## src/hdl/circle_quadrant_rasterizer_assert.svh

```systemverilog
// ----------------------------------------------------------------------------
// circle_quadrant_rasterizer_assert.svh
// assertion macros for the quadrant rasterizer, empty in synthesis
// ----------------------------------------------------------------------------
`ifndef CIRCLE_QUADRANT_RASTERIZER_ASSERT_SVH
`define CIRCLE_QUADRANT_RASTERIZER_ASSERT_SVH

`ifndef SYNTHESIS

// property that holds in every cycle out of reset
`define CQR_ASSERT_ALWAYS(lbl, clk, rst_n, prop) \
  lbl: assert property (@(posedge clk) disable iff (!rst_n) (prop)) \
    else $error("cqr assertion failed");

// consequent checked in the cycle after the antecedent
`define CQR_ASSERT_NEXT(lbl, clk, rst_n, ante, cons) \
  lbl: assert property (@(posedge clk) disable iff (!rst_n) (ante) |=> (cons)) \
    else $error("cqr assertion failed");

`else

`define CQR_ASSERT_ALWAYS(lbl, clk, rst_n, prop)
`define CQR_ASSERT_NEXT(lbl, clk, rst_n, ante, cons)

`endif

`endif

```

## src/hdl/cqr_pkg.sv

```systemverilog
`timescale 1ns / 1ps
// ----------------------------------------------------------------------------
// cqr_pkg
// types, codes and helpers of the circle quadrant rasterizer
// ----------------------------------------------------------------------------
package cqr_pkg;

  // item opcodes
  localparam logic OP_START = 1'b0;
  localparam logic OP_STEP  = 1'b1;

  // quadrant codes
  typedef enum logic [1:0] {
    CORNER_TL = 2'd0,
    CORNER_TR = 2'd1,
    CORNER_BL = 2'd2,
    CORNER_BR = 2'd3
  } corner_t;

  // rgb565 field masks and shifts
  localparam logic [15:0] FIELD5_MASK = 16'h001f;
  localparam logic [15:0] LOW11_MASK  = 16'h07ff;
  localparam int unsigned RED_SHIFT   = 11;
  localparam int unsigned GREEN_SHIFT = 5;

  // one span of output, colour kept per pair
  typedef struct packed {
    logic signed [9:0] x;
    logic signed [9:0] y;
    logic [7:0]        len;
    logic              last;
  } span_t;

  // swap the red and blue fields of an rgb565 colour
  function automatic logic [15:0] swap_rb(input logic [15:0] c);
    logic [15:0] red;
    logic [15:0] blue;
    logic [15:0] green;
    red   = (c >> RED_SHIFT) & FIELD5_MASK;
    blue  = c & FIELD5_MASK;
    green = (c & LOW11_MASK) >> GREEN_SHIFT;
    return red | (green << GREEN_SHIFT) | (blue << RED_SHIFT);
  endfunction

endpackage

```

## src/hdl/circle_quadrant_rasterizer.sv

```systemverilog
`timescale 1ns / 1ps
// A step's first span is valid the cycle after acceptance, its second once the first is taken.
// A step can enter as the last one's second span leaves; both share the single result port.
// Start items give no span and face the same input stall as step items.
// Reset (rst_n low, synchronous) empties the span buffer and leaves the block idle.
// ----------------------------------------------------------------------------
// circle_quadrant_rasterizer
// midpoint circle rasterizer for one quadrant, two spans per step item
// ----------------------------------------------------------------------------
`include "circle_quadrant_rasterizer_assert.svh"

module circle_quadrant_rasterizer (
  input  logic               clk,
  input  logic               rst_n,
  // item input
  input  logic               in_valid,
  output logic               in_stall,
  input  logic               in_opcode,
  input  logic [7:0]         in_center_x,
  input  logic [7:0]         in_center_y,
  input  logic [7:0]         in_radius,
  input  logic [1:0]         in_corner,
  input  logic               in_fill_mode,
  input  logic [15:0]        in_pixel_color,
  // span output
  output logic               out_valid,
  input  logic               out_stall,
  output logic signed [9:0]  out_span_x,
  output logic signed [9:0]  out_span_y,
  output logic [7:0]         out_span_length,
  output logic [15:0]        out_color,
  output logic               out_last
);

  // rasterizer state
  logic [7:0]         ctr_x_r;
  logic [7:0]         ctr_y_r;
  logic [1:0]         quadrant_r;
  logic               filled_r;
  logic [15:0]        color_r;
  logic signed [11:0] decision_r;
  logic [9:0]         step_x_incr_r;
  logic signed [10:0] step_y_incr_r;
  logic [7:0]         pos_x_r;
  logic [7:0]         pos_y_r;
  logic               running_r;

  // span buffer
  cqr_pkg::span_t     span0_r;
  cqr_pkg::span_t     span1_r;
  logic [15:0]        pair_color_r;
  logic [1:0]         count_r;
  logic [1:0]         count_nxt;

  // step results
  logic               in_accept;
  logic               out_accept;
  logic               is_start;
  logic               load;
  logic               d_ge;
  logic [7:0]         y1;
  logic [7:0]         x1;
  logic signed [10:0] syi1;
  logic signed [11:0] dec1;
  logic signed [11:0] dec2;
  logic [9:0]         sxi1;
  logic               last_nxt;
  logic [9:0]         cx;
  logic [9:0]         cy;
  logic [9:0]         xx;
  logic [9:0]         yy;
  cqr_pkg::span_t     span0_nxt;
  cqr_pkg::span_t     span1_nxt;

  // handshake
  assign in_stall   = (count_r == 2'd2) || ((count_r == 2'd1) && out_stall);
  assign in_accept  = in_valid && !in_stall;
  assign out_valid  = (count_r != 2'd0);
  assign out_accept = out_valid && !out_stall;
  assign is_start   = (in_opcode == cqr_pkg::OP_START);
  assign load       = in_accept && (in_opcode == cqr_pkg::OP_STEP) && running_r;

  // one midpoint step
  always_comb begin
    d_ge     = !decision_r[11];
    y1       = d_ge ? (pos_y_r - 8'd1) : pos_y_r;
    syi1     = d_ge ? (step_y_incr_r + 11'sd2) : step_y_incr_r;
    dec1     = d_ge ? (decision_r + 12'(syi1)) : decision_r;
    x1       = pos_x_r + 8'd1;
    sxi1     = step_x_incr_r + 10'd2;
    dec2     = dec1 + $signed({2'b00, sxi1});
    last_nxt = (x1 >= y1);
  end

  // span coordinates for the chosen quadrant and mode
  always_comb begin
    cx = {2'b00, ctr_x_r};
    cy = {2'b00, ctr_y_r};
    xx = {2'b00, x1};
    yy = {2'b00, y1};
    span0_nxt.last = 1'b0;
    span1_nxt.last = last_nxt;
    if (filled_r) begin
      case (cqr_pkg::corner_t'(quadrant_r))
        cqr_pkg::CORNER_TL: begin
          span0_nxt.x = cx - xx;  span0_nxt.y = cy - yy;  span0_nxt.len = x1;
          span1_nxt.x = cx - yy;  span1_nxt.y = cy - xx;  span1_nxt.len = y1;
        end
        cqr_pkg::CORNER_TR: begin
          span0_nxt.x = cx;       span0_nxt.y = cy - yy;  span0_nxt.len = x1;
          span1_nxt.x = cx;       span1_nxt.y = cy - xx;  span1_nxt.len = y1;
        end
        cqr_pkg::CORNER_BL: begin
          span0_nxt.x = cx - yy;  span0_nxt.y = cy + xx;  span0_nxt.len = y1;
          span1_nxt.x = cx - xx;  span1_nxt.y = cy + yy;  span1_nxt.len = x1;
        end
        default: begin
          span0_nxt.x = cx;       span0_nxt.y = cy + xx;  span0_nxt.len = y1;
          span1_nxt.x = cx;       span1_nxt.y = cy + yy;  span1_nxt.len = x1;
        end
      endcase
    end else begin
      span0_nxt.len = 8'd1;
      span1_nxt.len = 8'd1;
      case (cqr_pkg::corner_t'(quadrant_r))
        cqr_pkg::CORNER_TL: begin
          span0_nxt.x = cx - yy;  span0_nxt.y = cy - xx;
          span1_nxt.x = cx - xx;  span1_nxt.y = cy - yy;
        end
        cqr_pkg::CORNER_TR: begin
          span0_nxt.x = cx + xx;  span0_nxt.y = cy - yy;
          span1_nxt.x = cx + yy;  span1_nxt.y = cy - xx;
        end
        cqr_pkg::CORNER_BL: begin
          span0_nxt.x = cx - xx;  span0_nxt.y = cy + yy;
          span1_nxt.x = cx - yy;  span1_nxt.y = cy + xx;
        end
        default: begin
          span0_nxt.x = cx + xx;  span0_nxt.y = cy + yy;
          span1_nxt.x = cx + yy;  span1_nxt.y = cy + xx;
        end
      endcase
    end
  end

  // buffer fill count
  always_comb begin
    if (load) begin
      count_nxt = 2'd2;
    end else if (out_accept) begin
      count_nxt = count_r - 2'd1;
    end else begin
      count_nxt = count_r;
    end
  end

  // control registers
  always_ff @(posedge clk) begin
    if (!rst_n) begin
      count_r   <= 2'd0;
      running_r <= 1'b0;
    end else begin
      count_r <= count_nxt;
      if (in_accept && is_start) begin
        running_r <= (in_radius != 8'd0);
      end else if (load) begin
        running_r <= !last_nxt;
      end
    end
  end

  // rasterizer state registers
  always_ff @(posedge clk) begin
    if (in_accept && is_start) begin
      ctr_x_r       <= in_center_x;
      ctr_y_r       <= in_center_y;
      quadrant_r    <= in_corner;
      filled_r      <= in_fill_mode;
      color_r       <= cqr_pkg::swap_rb(in_pixel_color);
      decision_r    <= 12'sd1 - $signed({4'b0000, in_radius});
      step_x_incr_r <= 10'd1;
      step_y_incr_r <= -$signed({2'b00, in_radius, 1'b0});
      pos_x_r       <= 8'd0;
      pos_y_r       <= in_radius;
    end else if (load) begin
      decision_r    <= dec2;
      step_x_incr_r <= sxi1;
      step_y_incr_r <= syi1;
      pos_x_r       <= x1;
      pos_y_r       <= y1;
    end
  end

  // span buffer payload
  always_ff @(posedge clk) begin
    if (load) begin
      span0_r      <= span0_nxt;
      span1_r      <= span1_nxt;
      pair_color_r <= color_r;
    end
  end

  // output select: first span while two are held
  always_comb begin
    if (count_r == 2'd2) begin
      out_span_x      = span0_r.x;
      out_span_y      = span0_r.y;
      out_span_length = span0_r.len;
      out_last        = span0_r.last;
    end else begin
      out_span_x      = span1_r.x;
      out_span_y      = span1_r.y;
      out_span_length = span1_r.len;
      out_last        = span1_r.last;
    end
    out_color = pair_color_r;
  end

  // assertions
  `CQR_ASSERT_ALWAYS(a_count_range, clk, rst_n, count_r != 2'd3)
  `CQR_ASSERT_ALWAYS(a_last_second, clk, rst_n, !(out_valid && out_last && (count_r != 2'd1)))
  `CQR_ASSERT_NEXT(a_load_fills, clk, rst_n, load, count_r == 2'd2)
  `CQR_ASSERT_NEXT(a_last_idles, clk, rst_n, load && last_nxt, !running_r)

endmodule

```

## config.mk

```make
export PLATFORM = sky130hd
export DESIGN_NAME = circle_quadrant_rasterizer
export DESIGN_NICKNAME = d
export VERILOG_FILES = /design/src/hdl/cqr_pkg.sv /design/src/hdl/circle_quadrant_rasterizer.sv
export VERILOG_INCLUDE_DIRS = /design/src /design/src/hdl
export SDC_FILE = /design/constraint.sdc
export NUM_CORES = 1
export LEC_CHECK = 0
export ABC_CLOCK_PERIOD_IN_PS = 3800
export BUFFER_PORTS_ARGS = -buffer_cell sky130_fd_sc_hd__buf_2
export CELL_PAD_IN_SITES_DETAIL_PLACEMENT = 0
export CELL_PAD_IN_SITES_GLOBAL_PLACEMENT = 1
export CORE_MARGIN = 3
export CORE_UTILIZATION = 43
export DETAILED_ROUTE_END_ITERATION = 8
export GPL_TIMING_DRIVEN = 0
export PLACE_DENSITY = 0.82
export SLEW_MARGIN = 20
export SYNTH_ARGS = -nofsm -noshare
export SYNTH_HDL_FRONTEND = slang
export SYNTH_SLANG_ARGS = --single-unit
```

## constraint.sdc

```tcl
create_clock -name clk -period 3.8 [get_ports clk]
set_input_delay 0.19 -clock clk [delete_from_list [all_inputs] [get_ports clk]]
set_output_delay 0.19 -clock clk [all_outputs]
set_load 0.05 [all_outputs]
```

==> results.json, run 1 <==
{
  "grt_pass1_wl_mm": 47.87,
  "post-route-drc-count": 0,
  "clock-sinks": 158,
  "wl_per_cell_um": 18.76,
  "place_congestion": 0.9275,
  "ys.warnings.count": 0,
  "worstSetupStartpointType": "flop",
  "slew_headroom_pct": 27.63,
  "power_frac_comb_pct": 41.0,
  "htreeDepth": 4,
  "ys_ff_latch": 158,
  "max_freq_ghz": 0.2448,
  "die_h_um": 167.3,
  "setup_tns_ps": -446.7,
  "crit_end": "decision_r[11]",
  "r2r_end": "decision_r[11]",
  "nets": 1445,
  "synth_edf_count": 138,
  "antenna_cells": 0,
  "ir_worst_vdd_uv": 257.8,
  "antenna_found_initial": 0,
  "start_util_pct": 44.03,
  "regToRegSetupSlack_ps": -280,
  "p_switching_w": 0.002545,
  "rows": 58,
  "synth_ff_type": "edfxtp_1",
  "gr-total-overflow": 0,
  "cp.required_ps": 4080,
  "synthTopCellsByArea": "edfxtp_1 37%, ha_1 11%, xnor2_1 5.5%",
  "status": "finished with violations",
  "endpoint_kind": "flop",
  "postRouteWirelength_mm": 30.57,
  "syn_avg_cell_area_um2": 10.07,
  "fp.dieW_um": 167.3,
  "pwr_density_cell_mw_per_mm2": 489.8,
  "drtAntennaViolNets": 0,
  "ioPinCount": 95,
  "crit_start": "decision_r[11]",
  "seq_power_share_pct": 33.0,
  "period_share_pct": 107.5,
  "synth-simple-area-share_pct": 12.00,
  "ys_seq_area_share_pct": 40.64,
  "r2r_cells": 16,
  "hold_viol": 0,
  "core-area_mm2": 0.02540,
  "area_growth_pct": 21.53,
  "drv_slew": 0,
  "setup_violations": 2,
  "rsz0062_at_grt": "yes",
  "clockBufferDepth": 2,
  "synth_xor_area_share_pct": 8.067,
  "cts.clk_slew.worst_paths_ps": 80,
  "r2r-start": "decision_r[11]",
  "violations": "negative setup slack",
  "muxShareOfSynthArea_pct": 5.605,
  "die_area_mm2": 0.02798,
  "power.leakage_nw": 5.632,
  "setup_ws_ps": -284.8,
  "grt_pass1_vias": 8965,
  "clkLatencyLatePin_ps": 450,
  "dr.pass1.iters": 5,
  "power_frac_clock_pct": 26.0,
  "postSynthCellCount": 1110,
  "cts_buffers": 17,
  "tightest_slew_ps": 1078,
  "finalClockSkew_ps": 16.39,
  "synth_top_family_by_area": "compound AO/OA/AOI/OAI gates",
  "syn_nets": 1269,
  "async_flop_share_pct": 0,
  "layout-drive-gt1-share_pct": 19.48,
  "finalPower_w": 0.006656,
  "cp.arrival_ps": 4370,
  "worstSetupPathType": "reg -> reg",
  "yosysUniqueCellTypes": 74,
  "maxCapViolations": 0,
  "grt_max_degree": 46,
  "p_int_w": 0.004111,
  "synth_top_area_share_pct": 37.06,
  "synth_fa_ha_area_share_pct": 13.09,
  "swShare_pct": 38.24,
  "portBuffers": 91,
  "grt.total_usage_pct": 21.56,
  "yosys.area.top_type": "edfxtp_1",
  "vias": 8894,
  "dp_hpwl_mm": 22.52,
  "netlist_area_mm2": 0.01118,
  "tritoncts": "done",
  "synth-compound-area-share_pct": 16.46,
  "drt-vias-per-instance": 5.460,
  "min_period_ps": 4085,
  "crit_fanout": 6,
  "hold_path_class": "in -> reg",
  "drt_iter0_drc": 629,
  "cts-root-buf": "clkbuf_16"
}
-- cell families after synthesis --
kind of cell             Yosys count
XOR/XNOR                         103
multiplexers                      58
adder cells (fa/ha/maj)          111
AO/OA/AOI/OAI                    277
AND/OR/NAND/NOR                  291
buffers and inverters            112
flip-flops                       158
-- Yosys cell counts, drive strengths merged, types with 8 or more instances --
library cell / number
buf: 10
mux2: 37
nand2: 88
a21boi: 11
nor3: 17
xor2: 33
mux2i: 21
nor2b: 14
nand3: 13
o41ai: 8
a21o: 12
o211a: 13
o21ai: 57
ha: 101
fa: 10
xnor2: 70
inv: 65
nand2b: 27
o21bai: 17
edfxtp: 138
nor2: 96
dfxtp: 20
clkbuf: 36
a21oi: 94
-- cell usage in the layout, fill, tap and decap left out, drive strengths merged, types with 14 or more instances in the layout --
cell / instances
a21oi: 94
buf: 133
clkbuf: 52
dfxtp: 20
dlygate4sd3: 35
edfxtp: 138
ha: 101
inv: 74
mux2: 37
mux2i: 21
nand2: 88
nand2b: 27
nor2: 96
nor2b: 14
nor3: 17
o21ai: 57
o21bai: 17
xnor2: 70
xor2: 33
-- worst max-delay path, cell delays in order, from the launching register on --
cell	delay [ps]
edfxtp_1	540
buf_8	200
buf_6	110
nand4b_1	220
xnor2_2	210
ha_2	210
or3_1	320
o22a_1	250
nand2_1	80
xnor2_1	70
mux2_4	290
ha_4	240
or2_2	300
a21oi_2	180
a21oi_4	70
a311o_2	440
o31ai_4	190
-- registers in the layout, summed over array words and instances (netlist names), 2 cells and up --
name           count
out_color         16
span1_r           29
ctr_x_r            8
span0_r           28
step_x_incr_r      9
pos_x_r            8
color_r           16
quadrant_r         2
pos_y_r            8
step_y_incr_r     10
ctr_y_r            8
count_r            2
decision_r        12
-- final cells by class --
cell class	count	area, µm²
Inverter	66	252.7
Clock inverter	15	162.7
Buffer	46	227.7
Tap cell	330	412.9
Timing Repair Buffer	157	1070
Multi-Input combinational cell	840	6495
Sequential cell	158	4544
Clock buffer	17	425.4
Fill cell	2299	11810
-- worst min-delay path by stage --
stage	startpoint	to	slack [ps]	depth (start not counted)
finish	rst_n	count_r[0]	5	2
global route	rst_n	count_r[0]	10	2
CTS	rst_n	count_r[0]	1	2
detailed placement	in_center_y[2]	ctr_y_r[2]	370	1
global placement	in_center_x[5]	ctr_x_r[5]	370	1
floorplan	in_pixel_color[11]	color_r[0]	290	0
-- layer usage --
layer	up-vias	GRT usage [%]	wire length, µm
met1	4264	28.88	13670
li1	4341	-	-
met3	54	3.116	1457
met4	0	6.546	673
met5	-	0	0
met2	235	36.46	14760
-- stage by stage --
stage	worst slack, ps	area [µm²]	hold slack [ps]	cells	utilization [%]
3_5_place_dp	-563.8	12150	368.1	1534	47.85
4_1_cts	-256.9	13360	1.290	1618	52.61
3_3_place_gp	-790.0	12090	367.5	1531	47.61
6_report	-284.8	13590	4.761	1629	53.51
5_1_grt	-398.4	13590	11.83	1629	53.51
2_1_floorplan	-35.72	11220	288.9	1110	-
-- what timing repair did --
| action | in CTS | in global routing |
|---|---|---|
| pin swaps | 20 | 23 |
| gates resized for setup | 26 | 29 |
| hold buffers | 35 | 0 |
| gates cloned | 0 | 0 |
| endpoints found under the hold margin | 35 | 0 |
| setup buffers | 17 | 11 |
| endpoints found under the setup margin | 12 | 21 |
-- power by group through the flow --
stage | Clock [W] | Combinational [W] | Sequential, W
2_1_floorplan | 0 | 0.00184 | 0.00221
3_3_place_gp | 0 | 0.00237 | 0.00223
3_5_place_dp | 0 | 0.00244 | 0.00223
4_1_cts | 0.00175 | 0.00260 | 0.00219
5_1_grt | 0.00183 | 0.00298 | 0.00221
6_report | 0.00173 | 0.00273 | 0.00220
Note: power is estimated with default switching activity, not from simulation.
==> inputs of run 2 (changes only) <==
Settings changed: ABC_AREA from default to 1, CORE_UTILIZATION 43 to 42, PLACE_DENSITY 0.82 to 0.83.
==> results.json, run 2 <==
{
  "place_inst": 1930,
  "postRouteWirelength_mm": 36.58,
  "pwr_density_cell_mw_per_mm2": 607.4,
  "rows": 60,
  "clkLatencyLatePin_ps": 450,
  "drv_slew": 0,
  "dp_hpwl_mm": 27.40,
  "netlist_area_mm2": 0.01172,
  "placedInstanceArea_mm2": 0.01271,
  "r2r_end": "decision_r[10]",
  "dr_wl_met2_mm": 17.10,
  "route.met3.wl_mm": 2.065,
  "synth_ff_type": "edfxtp_1",
  "r2r_cells": 19,
  "post-route-drc-count": 0,
  "syn_avg_cell_area_um2": 8.008,
  "yosysUniqueCellTypes": 54,
  "place_congestion": 0.9260,
  "yosys.area.top_type": "edfxtp_1",
  "final_cells": 2018,
  "final_common_cell": "nand2_1",
  "cts.clk_slew.worst_paths_ps": 70,
  "endpoint_kind": "flop",
  "grt_max_degree": 51,
  "layout-drive-gt1-share_pct": 16.16,
  "top_regs": "span1_r x29, span0_r x28",
  "area_growth_pct": 20.85,
  "min_path_cells": 3,
  "grt.total_usage_pct": 23.77,
  "crit_slowest_cell": "edfxtp_1",
  "crit_fanout": 5,
  "core-area_mm2": 0.02718,
  "ys_ff_latch": 158,
  "postSynthCellCount": 1463,
  "tightest_slew_ps": 852.4,
  "routed.top_layer": "met4",
  "antenna_cells": 0,
  "synth_top_area_share_pct": 35.37,
  "cp.required_ps": 3980,
  "whs_endpoint": "decision_r[1]",
  "cp_cell_sequence": "inv_2 > buf_8 > nor2_1 > nor2_2 > ha_4 > inv_1 > fa_1 > inv_2 > a31oi_1 > or2_2 > a31oi_4 > ha_4 > a21oi_1 > o21ai_2 > nand2_1 > nand4_1 > nand3b_1 > nand3_1 > nand2_1",
  "drtAntennaViolNets": 0,
  "regToRegSetupSlack_ps": 120,
  "syn_nets": 1622,
  "antenna_found_initial": 0,
  "finish.utilization_pct": 52.10,
  "synth_common_cells": "355 x nand2_1, 162 x inv_1, 138 x edfxtp_1, 106 x nor2_1, 101 x ha_1",
  "cp_slowest_stage_delay_ps": 460,
  "synth_edf_count": 138,
  "ir_worst_vdd_uv": 311.5,
  "maxCapViolations": 0,
  "finalPower_w": 0.008600,
  "portBuffers": 93,
  "period_share_pct": 96.72,
  "finalClockSkew_ps": 19.44,
  "max_freq_ghz": 0.2721,
  "rsz0062_at_grt": "yes",
  "clock-sinks": 158,
  "htreeDepth": 4,
  "tritoncts": "done",
  "setup_violations": 0,
  "hold_viol": 0,
  "drt_iter0_drc": 879,
  "hold_start": "in_radius[1]",
  "grt_pass1_vias": 10220,
  "start_util_pct": 43.11,
  "met1_length_mm": 16.61,
  "ioPinCount": 95,
  "nFillCells": 2610,
  "vias": 10790,
  "die_h_um": 173.0,
  "fp.dieW_um": 173.0,
  "final_cell_mix": "348 x nand2_1, 160 x inv_1, 138 x edfxtp_1",
  "worstSetupPathType": "reg -> reg",
  "slew_headroom_pct": 43.17,
  "min_period_ps": 3675,
  "largest_reg_flops": 29,
  "worstSetupStartpointType": "flop",
  "drt-vias-per-instance": 5.347,
  "async_flop_share_pct": 0,
  "top_register": "span1_r",
  "gr-total-overflow": 0,
  "ys.warnings.count": 0,
  "grt_pass1_wl_mm": 56.06,
  "synthTopCellsByArea": "edfxtp_1 35%, nand2_1 11%, ha_1 11%",
  "nets": 1792,
  "die_area_mm2": 0.02994,
  "status": "completed",
  "yosysMostFrequentCell": "nand2_1",
  "cts_buffers": 17,
  "finalInstanceArea_mm2": 0.01416,
  "hold_path_class": "in -> reg",
  "power.leakage_nw": 6.466,
  "wl_per_cell_um": 18.13,
  "ys_seq_area_share_pct": 38.79,
  "dr.pass1.iters": 5,
  "cts-root-buf": "clkbuf_16",
  "clockBufferDepth": 2,
  "cp.arrival_ps": 3860,
  "r2r-start": "decision_r[11]"
}
run 2: how the worst max path moves through the flow:
stage | from | endpoint | slack (ps) | cells after the start
2_1_floorplan | decision_r[11] | decision_r[11] | 380 | 24
3_3_place_gp | decision_r[11] | decision_r[11] | -460 | 24
4_1_cts | step_y_incr_r[1] | decision_r[11] | 3 | 23
5_1_grt | decision_r[11] | decision_r[10] | -70 | 19
6_report | decision_r[11] | decision_r[10] | 120 | 19
3_5_place_dp | decision_r[11] | decision_r[11] | -500 | 24
run 2: repair_timing:
action                                 4_1_cts  5_1_grt
gates resized for setup                     15       49
setup endpoints to repair                    6       12
pin swaps                                    5       20
hold buffers                                36        0
endpoints found under the hold margin       38        0
buffers inserted                            10       10
run 2: area by class of cell:
type	count	area [µm²]	area share (%)
clock inverters	15	187.7	1.326
inverters	185	694.4	4.905
repair buffers	151	1031	7.282
plain buffers	49	261.5	1.847
multi-input cells	1071	6549	46.25
well taps	372	465.4	3.287
clock buffers	17	425.4	3.005
flip-flops and latches	158	4544	32.10
run 2: report_power, final:
| part | switching (W) | internal [W] |
|---|---|---|
| Sequential | 0.000157 | 0.00219 |
| Clock | 0.000898 | 0.000897 |
| Combinational | 0.00289 | 0.00157 |
run 2: routing by layer:
layer	up-vias	GRT usage, %
li1	5311	-
met1	5073	32.49
met2	359	39.75
met3	47	2.964
met4	0	6.791
met5	-	0
run 2: stage by stage:
stage | worst slack, ps | hold slack (ps) | setup TNS, ps
floorplan | 376.5 | 288.9 | 0
CTS | 3.114 | 111.6 | 0
global placement | -456.5 | 366.5 | -7263
detailed placement | -498.1 | 368.1 | -2075
finish | 124.5 | 128.8 | 0
global route | -68.59 | 131.2 | -98.72
run 2: cell families after synthesis:
family | Yosys count | synth area share, %
buffers and inverters | 234 | 7.977
AND/OR/NAND/NOR | 631 | 23.09
flip-flops | 158 | 38.79
XOR/XNOR | 49 | 3.727
adder cells (fa/ha/maj) | 111 | 12.49
AO/OA/AOI/OAI | 279 | 13.84
multiplexers | 1 | 0.08544
run 2: critical path: cells and delay by family (launching register included):
family,cells,cell delay (ps)
buf+inv,4,440
flops,1,460
fa+ha+maj,3,790
compound gates,4,580
simple gates,8,1150
